`config.mk`:
```
export PLATFORM = sky130hd
export DESIGN_NAME = smtp_dot_stuff_crlf_encoder_core
export DESIGN_NICKNAME = d
export VERILOG_FILES = /design/src/hdl/smtp_ds_pkg.sv /design/src/hdl/smtp_dot_stuff_crlf_encoder_core.sv /design/src/hdl/smtp_ds_expand.sv /design/src/hdl/smtp_ds_burst.sv
export SDC_FILE = /design/constraint.sdc
export NUM_CORES = 1
export LEC_CHECK = 0
export ABC_AREA = 1
export BUFFER_PORTS_ARGS = -buffer_cell sky130_fd_sc_hd__buf_2
export CORE_MARGIN = 2
export CORE_UTILIZATION = 36
export DETAILED_ROUTE_END_ITERATION = 12
export GPL_TIMING_DRIVEN = 0
export HOLD_SLACK_MARGIN = 0.15
export SYNTH_ARGS = -nofsm -noshare
export SYNTH_HDL_FRONTEND = slang
export SYNTH_SLANG_ARGS = --single-unit
```
`constraint.sdc`:
```
create_clock -name i_clk -period 3.6 [get_ports i_clk]
set_clock_uncertainty 0.2 [all_clocks]
set_input_delay 0.36 -clock i_clk [delete_from_list [all_inputs] [get_ports i_clk]]
set_output_delay 0.36 -clock i_clk [all_outputs]
set_load 0.005 [all_outputs]
```
`src/hdl/smtp_ds_pkg.sv`:
```
// Shared types and character constants for the SMTP dot-stuffing encoder.
`default_nettype none

package smtp_ds_pkg;

    // Request kinds on the input channel.
    localparam logic REQ_BODY = 1'b0;
    localparam logic REQ_EOB  = 1'b1;

    // Characters that steer the encoding.
    localparam logic [7:0] CH_DOT = 8'h2E;
    localparam logic [7:0] CH_CR  = 8'h0D;
    localparam logic [7:0] CH_LF  = 8'h0A;

    // Most bytes a single request can produce (empty body at end of body).
    localparam int unsigned MAX_BYTES = 5;
    localparam int unsigned CNT_W     = $clog2(MAX_BYTES + 1);
    localparam int unsigned IDX_W     = $clog2(MAX_BYTES);

    typedef struct packed {
        logic       req_type;
        logic [7:0] data_byte;
    } t_req;

    typedef struct packed {
        logic [7:0] out_byte;
        logic       last;
    } t_rsp;

    // Burst of output bytes produced by one request.
    typedef struct packed {
        logic [CNT_W-1:0]           cnt;
        logic [MAX_BYTES-1:0][7:0]  bytes;
    } t_burst;

endpackage

`default_nettype wire

```
`src/hdl/smtp_dot_stuff_crlf_encoder_core.sv`:
```
// Top level of the SMTP DATA encoder: dot stuffing and CR LF line-end repair.
//
// Input channel (i_valid, o_stall, i_req): one request per body byte, or an
// end-of-body request that closes the message and sends the terminator.
// Output channel (o_valid, i_stall, o_rsp): the encoded byte stream, one
// byte per transfer; o_rsp.last marks the final byte caused by a request.
//
// The first byte of a request is shown in the cycle after it is accepted.
// While the receiver does not stall, one output byte leaves per cycle. A
// request that makes N bytes (up to five) holds the input until its last
// byte leaves the single output byte lane. The next request is taken in
// the cycle the last byte of the current burst leaves, so there are no
// bubbles.
//
// Reset clears the line state to the start of a message and drops any
// pending burst. While the receiver stalls, the current byte holds and
// new requests are stalled once a burst is waiting.
`default_nettype none

module smtp_dot_stuff_crlf_encoder_core (
    input  wire                 i_clk,
    input  wire                 i_rst_n,
    input  wire                 i_valid,
    output logic                o_stall,
    input  smtp_ds_pkg::t_req   i_req,
    output logic                o_valid,
    input  wire                 i_stall,
    output smtp_ds_pkg::t_rsp   o_rsp
);
    import smtp_ds_pkg::*;

    t_burst burst;
    logic   busy;
    logic   accept;

    assign o_stall = busy;
    assign accept  = i_valid && !busy;

    smtp_ds_expand u_expand (
        .i_clk    (i_clk),
        .i_rst_n  (i_rst_n),
        .i_accept (accept),
        .i_req    (i_req),
        .o_burst  (burst)
    );

    smtp_ds_burst u_burst (
        .i_clk    (i_clk),
        .i_rst_n  (i_rst_n),
        .i_load   (accept),
        .i_burst  (burst),
        .o_busy   (busy),
        .o_valid  (o_valid),
        .i_stall  (i_stall),
        .o_rsp    (o_rsp)
    );

endmodule

`default_nettype wire

```
`src/hdl/smtp_ds_expand.sv`:
```
// Line state and expansion of one request into its burst of output bytes.
`default_nettype none

module smtp_ds_expand (
    input  wire                  i_clk,
    input  wire                  i_rst_n,
    input  wire                  i_accept,
    input  smtp_ds_pkg::t_req    i_req,
    output smtp_ds_pkg::t_burst  o_burst
);
    import smtp_ds_pkg::*;

    logic r_at_line_start;
    logic r_prev_was_cr;
    logic r_body_nonempty;

    logic n_at_line_start;
    logic n_prev_was_cr;
    logic n_body_nonempty;

    t_burst           burst;
    logic [CNT_W-1:0] k;

    // Build the byte burst and the next line state for the current request.
    always_comb begin
        burst           = '0;
        k               = '0;
        n_at_line_start = r_at_line_start;
        n_prev_was_cr   = r_prev_was_cr;
        n_body_nonempty = r_body_nonempty;
        if (i_req.req_type == REQ_BODY) begin
            if (i_req.data_byte == CH_LF) begin
                // A bare LF is repaired to CR LF.
                if (!r_prev_was_cr) begin
                    burst.bytes[k[IDX_W-1:0]] = CH_CR;
                    k = k + 1'b1;
                end
                burst.bytes[k[IDX_W-1:0]] = CH_LF;
                k = k + 1'b1;
                n_at_line_start = 1'b1;
            end else begin
                // A period opening a line is doubled.
                if (r_at_line_start && (i_req.data_byte == CH_DOT)) begin
                    burst.bytes[k[IDX_W-1:0]] = CH_DOT;
                    k = k + 1'b1;
                end
                burst.bytes[k[IDX_W-1:0]] = i_req.data_byte;
                k = k + 1'b1;
                n_at_line_start = 1'b0;
            end
            n_prev_was_cr   = (i_req.data_byte == CH_CR);
            n_body_nonempty = 1'b1;
        end else begin
            // Close an open line (or give an empty body its CR LF), then send the terminator.
            if (!r_body_nonempty || (!r_at_line_start && !r_prev_was_cr)) begin
                burst.bytes[k[IDX_W-1:0]] = CH_CR;
                k = k + 1'b1;
            end
            if (!r_body_nonempty || !r_at_line_start) begin
                burst.bytes[k[IDX_W-1:0]] = CH_LF;
                k = k + 1'b1;
            end
            burst.bytes[k[IDX_W-1:0]] = CH_DOT;
            k = k + 1'b1;
            burst.bytes[k[IDX_W-1:0]] = CH_CR;
            k = k + 1'b1;
            burst.bytes[k[IDX_W-1:0]] = CH_LF;
            k = k + 1'b1;
            n_at_line_start = 1'b1;
            n_prev_was_cr   = 1'b0;
            n_body_nonempty = 1'b0;
        end
        burst.cnt = k;
    end

    assign o_burst = burst;

    // Line state advances only on an accepted request.
    always_ff @(posedge i_clk) begin
        if (!i_rst_n) begin
            r_at_line_start <= 1'b1;
            r_prev_was_cr   <= 1'b0;
            r_body_nonempty <= 1'b0;
        end else if (i_accept) begin
            r_at_line_start <= n_at_line_start;
            r_prev_was_cr   <= n_prev_was_cr;
            r_body_nonempty <= n_body_nonempty;
        end
    end

endmodule

`default_nettype wire

```
`src/hdl/smtp_ds_burst.sv`:
```
// Result register that holds one burst and hands its bytes out in order.
`default_nettype none

module smtp_ds_burst (
    input  wire                  i_clk,
    input  wire                  i_rst_n,
    input  wire                  i_load,
    input  smtp_ds_pkg::t_burst  i_burst,
    output logic                 o_busy,
    output logic                 o_valid,
    input  wire                  i_stall,
    output smtp_ds_pkg::t_rsp    o_rsp
);
    import smtp_ds_pkg::*;

    logic             r_valid;
    logic [IDX_W-1:0] r_idx;
    t_burst           r_burst;

    logic             is_last;
    logic             take;
    logic [7:0]       cur_byte;

    // Pick the current byte of the held burst.
    always_comb begin
        cur_byte = '0;
        for (int i = 0; i < MAX_BYTES; i++) begin
            if (r_idx == IDX_W'(i)) begin
                cur_byte = r_burst.bytes[i];
            end
        end
    end

    assign is_last = (CNT_W'(r_idx) == CNT_W'(r_burst.cnt - 1'b1));
    assign take    = r_valid && !i_stall;

    // A new burst may load in the cycle the last byte of the old one leaves.
    assign o_busy  = r_valid && !(take && is_last);
    assign o_valid = r_valid;
    assign o_rsp   = '{out_byte: cur_byte, last: is_last};

    always_ff @(posedge i_clk) begin
        if (!i_rst_n) begin
            r_valid <= 1'b0;
            r_idx   <= '0;
        end else if (i_load) begin
            r_valid <= 1'b1;
            r_idx   <= '0;
        end else if (take && is_last) begin
            r_valid <= 1'b0;
        end else if (take) begin
            r_idx <= r_idx + 1'b1;
        end
    end

    // Burst payload needs no reset.
    always_ff @(posedge i_clk) begin
        if (i_load) begin
            r_burst <= i_burst;
        end
    end

endmodule

`default_nettype wire

```
After elaboration in Yosys (flattened, before gate mapping)
Cells that the tools add are included.
- add/subtract/negate cells: 8
- $lt $le $gt $ge: 12
- equal/unequal tests: 8
- mux-type cells: 48
- bitwise logic cells: 17
- reductions and logical operators: 24
- operators by type and width (cell ; count):
    $mux 40 ; 4
    $demux 8 s3 ; 6
    $mux 8 ; 16
    $not 30->30 ; 3
    $and 6x30->30 ; 2
    $bwmux 40 ; 1
    $and 30x30->30 ; 1
    $mux 3 ; 9
    $and 25x25->25 ; 1
    $not 25->25 ; 1
    $lt 3x4->1 const B ; 6
    $add 3x1->3 const B ; 7
    $and 20x20->20 ; 1
    $not 20->20 ; 1
    $or 2x10->10 ; 2
    $or 20x20->20 ; 1
    $ge 3x1->1 const B ; 6
    $eq 8x4->1 const B ; 2
    $or 15x15->15 ; 1
    $logic_and 1x1->1 ; 12
    $or 10x10->10 ; 1
    $mux 1 ; 9
    $eq 8x6->1 const B ; 1
    $mux 4 ; 2
    other kinds (13) ; 21
- bits in registers: 50
- input bits: 13
- output and inout port bits: 11
- word-level logic and storage cells: 128

Logic depth before layout (Yosys ltp)
- depth in word-level cells: 17
- depth in mapped cells: 13
- mapped depth without buffers: 13

Hierarchy
From an unflattened synthesis, not the netlist that was laid out.
- cell total of the unflattened synthesis: 306
- area, all modules: 2782.7 µm²
- by module, submodules not included (module ; instances ; cells each ; area each (µm²) ; seq. area each (µm²)):
    smtp_ds_burst ; 1 ; 189 ; 2073.2 ; 1371.3
    smtp_ds_expand ; 1 ; 115 ; 699.4 ; 60.1
    smtp_dot_stuff_crlf_encoder_core ; 1 ; 2 ; 10.0 ; 0.0

Least setup slack after synthesis
No wires, ideal clock.
- kind: register to register
- start: register u_burst.r_burst[40] (netlist name)
- end: register u_burst.r_burst[0] (netlist name), enable pin
- library setup time: 0.379 ns
- arrival: 1.687 ns
- data required time: 3.021 ns
- path slack: 1.334 ns
- stages on the path, launching flop included: 10
- path buffers: 0
- clock period less this slack: 2.266 ns
- cells stage by stage: edfxtp_1 > inv_1 > ha_1 > nand2_1 > nand2_1 > nor2_4 > nand3_2 > nand2_4 > nand2_4 > inv_1
- longest elaborated chain between the ends: 7
- ends and longest elaborated chain (item ; line ; RTL):
    start: declaration ; smtp_ds_burst.sv:18 ; t_burst r_burst;
    start signal: assignment ; smtp_ds_burst.sv:59 ; r_burst <= i_burst;
    $sub 3x1->3 ; smtp_ds_burst.sv:34 ; assign is_last = (CNT_W'(r_idx) == CNT_W'(r_burst.cnt - 1'b1));
    $eq 3x3->1 ; smtp_ds_burst.sv:34 ;
    $logic_and 1x1->1 ; smtp_ds_burst.sv:38 ; assign o_busy = r_valid && !(take && is_last);
    $logic_not 1->1 ; smtp_ds_burst.sv:38 ;
    $logic_and 1x1->1 ; smtp_ds_burst.sv:38 ;
    $logic_not 1->1 ; smtp_dot_stuff_crlf_encoder_core.sv:37 ; assign accept = i_valid && !busy;
    $logic_and 1x1->1 ; smtp_dot_stuff_crlf_encoder_core.sv:37 ;
    named net accept ; smtp_dot_stuff_crlf_encoder_core.sv:34 ; logic accept;
The timed path passes the listed nets, and every way through them passes these cells.
A chain may end at the register's enable or synchronous reset.

Worst setup path after layout
- start: register u_burst.r_burst[40] (netlist name)
- end: register u_burst.r_burst[4] (netlist name), enable pin
The elaborated chain is that of the path after synthesis.

==> reports/qor.csv <==
stage,metric,value,unit
worst_setup_path,path_cells,inv_1 -> ha_1 -> nand2_1 -> nand2_1 -> nor2_4 -> nand3_2 -> nand2_4 -> nand2_4 -> inv_1,
timing,max_slew_margin,39.8,%
logic_synthesis,synth_fa_ha_area_share,7.42,%
cells_and_area,n_antenna_cell,0,
clock_tree,htree_levels,2,
route,firstDrtPassIters,4,
route,wl_per_cell,10.6,um
worst_setup_path,cp_slowest_cell,inv_1,
clock_tree,clk_pin_slew,0.06,ns
die,initial_core_util,36.8,%
route,drt_wl_total,3.48,mm
logic_synthesis,syn_inst,225,
die,die-area,5740,um^2
clock_tree,postCtsHoldBufs,1,
clock_tree,cts-root-buf,clkbuf_8,
grt,grt_pass1_vias,1283,
grt,grt_pass1_wl,5.91,mm
logic_synthesis,synthTopCellsByCount,"nand2_1 (51), inv_1 (35), edfxtp_1 (24), nand3_1 (19), nor2_1 (18)",
logic_synthesis,synth-simple-area-share,27.3,%
logic_synthesis,synth_top_family_by_area,simple AND/OR/NAND/NOR gates,
die,num_io_pins,24,
logic_synthesis,synth_area_leader_cell,edfxtp_1,
clock_tree,cts.sinks,31,
cells_and_area,final_util,43.1,%
die,die_y,75.8,um
route,num_vias,1448,
logic_synthesis,syn_avg_cell_area,8.25,um^2
logic_synthesis,synth_top_area_share,38.8,%
route,drcViolationCount,0,
logic_synthesis,synth-compound-area-share,10.0,%
power,ir_worst_vdd,0.000229,V
status,status,"complete, no violations",
logic_synthesis,seq_area_frac_synth,46.4,%
route,drt-vias-per-instance,4.41,
worst_setup_path,max_stage_delay,0.66,ns
route,antenna_left,0,
die,die-width,75.8,um
logic_synthesis,ys.warnings.count,0,
placed_design,place_hpwl,2.78,mm
logic_synthesis,muxShareOfSynthArea,0,%
timing,worst_pin_slew,0.901,ns
timing,drv_slew,0,
power,p_leak,1.06,nW
worst_setup_path,critPathLaunchType,flop,
logic_synthesis,synth-edff-count,24,
worst_setup_path,critPathMaxFanout,24,
logic_synthesis,synth.distinct_cells,29,
timing,finalCritPeriodShare,69.9,%
clock_tree,clock_latency,0.28,ns
worst_setup_path,crit_arrival,2.22,ns
worst_setup_path,cpLargestDelayFamily,buffers and inverters,
timing,rsz0062_at_grt,no,
worst_setup_path,path_buf_inv,2,
clock_tree,cts_buffers,5,
route,drtIter0Drc,55,
timing,finalSetupViolations,0,
worst_setup_path,worstPathRequired,3.30,ns
timing,layout_min_cycle_time,2.52,ns
grt,grt_antenna_before_repair,0,
cells_and_area,area_growth,17.0,%
grt,grt_start_max_net_pins,25,
logic_synthesis,synthArstFlopShare,0,%
worst_setup_path,critPathKind,reg -> reg,
clock_tree,cts_tree,built,
logic_synthesis,synth_most_common_cell,nand2_1,
cells_and_area,fin_nets,281,
clock_tree,cts_setup_buffers,0,
timing,clock.fmax,397,MHz
grt,overflow,0,
timing,finalSetupTns,0,ns
die,std_cell_rows,26,
power,p_per_area,387,nW/um^2
cells_and_area,drive_gt1_share,17.4,%
min_path,hold_path.class,in -> reg,
flow_run,drv_cap,0,
logic_synthesis,netlist_area,1860,um^2
grt,grt_usage,13.8,%
logic_synthesis,synthXorXnorAreaFrac,0,%
logic_synthesis,ys_seq_elements,31,
timing,hold_viol,0,
clock_tree,ctsResizeCount,0,
logic_synthesis,yosys_most_used_dff,edfxtp_1,
clock_tree,cts_buffer_depth,2,
worst_setup_path,end_kind,flop,
die,core,5040,um^2
placed_design,io_buffers,22,
logic_synthesis,netlist_top_cells_area,"edfxtp_1 (39%), nand2_1 (10%), dfxtp_1 (7.6%), ha_1 (7.4%), inv_1 (7.1%)",
placed_design,gp_congestion,0.856,
==> power breakdown <==
group	total, W	internal, W	switching [W]
combinational	0.000123	0.0000477	0.0000752
sequential	0.000427	0.000416	0.0000112
clock	0.000290	0.000174	0.000116
==> layout by cell type (no fill, tap or decap), drive strengths merged <==
cell type	n
inv	36
a211oi	3
dlygate4sd3	1
buf	25
nand2	59
nand3b	2
dfxtp	7
o21ai	17
a21oi	6
o22ai	2
conb	3
nor3	3
and2	1
nand4	2
ha	11
edfxtp	24
o31ai	2
clkinv	1
clkbuf	9
o211ai	2
nor2	21
a31oi	1
nand3	20
==> cell families (layout without fill, tap and decap cells) <==
kind of cell | Yosys count | after routing
compound gates | 33 | 33
fa+ha+maj | 11 | 11
buf+inv | 41 | 72
flops | 31 | 31
other cells | 1 | 3
simple gates | 108 | 108
==> through the flow <==
stage          power [W]  std cells  area [um^2]  hold slack, ns  setup WS [ns]
2_1_floorplan   0.000515        227         1860           0.244           1.33
3_3_place_gp    0.000557        319         2060           0.275           1.04
3_5_place_dp    0.000559        319         2060           0.283           1.05
4_1_cts         0.000853        328         2170           0.179           1.04
5_1_grt         0.000884        328         2170           0.193          0.881
6_report        0.000840        328         2170           0.182           1.08
==> worst reg2reg max path, delay by kind of cell, from the launching register on <==
| family | cells | cell delay (ns) |
|---|---|---|
| buffers and inverters | 2 | 0.75 |
| AND/OR/NAND/NOR | 6 | 0.57 |
| flip-flops | 1 | 0.38 |
| adder cells (fa/ha/maj) | 1 | 0.24 |
==> final timing paths <==
| check | to | slack (ns) | depth (start not counted) | from |
|---|---|---|---|---|
| setup / recovery | u_burst.r_burst[4] | 1.08 | 9 | u_burst.r_burst[40] |
| hold / removal | u_expand.r_body_nonempty | 0.18 | 3 | i_valid |
| setup reg to reg | u_burst.r_burst[4] | 1.08 | 9 | u_burst.r_burst[40] |
| hold reg to reg | u_expand.r_body_nonempty | 0.28 | 2 | u_expand.r_body_nonempty |
==> final cells by class <==
class	count	area, um^2
inverter	37	139
timing repair buffer	23	120
buffer	4	21.3
tap	70	87.6
fill	539	2870
multi-input combinational	155	842
sequential	31	861
clock buffer	8	100
==> layer usage <==
metal / vias to the layer above / track usage (%) / part of all wire, %
li1: 797 / - / -
met1: 613 / 19.9 / 52
met4: 0 / 4.68 / 1.6
met2: 31 / 20.1 / 42
met3: 7 / 3.57 / 4.3
met5: - / 0 / 0
==> state kept, by name, indices dropped and copies added (netlist names) <==
signal                    flops
u_burst.r_burst              24
u_burst.r_idx                 3
u_burst.o_valid               1
u_expand.r_at_line_start      1
u_expand.r_body_nonempty      1
u_expand.r_prev_was_cr        1
No activity file was read; power rests on OpenSTA's default activity.
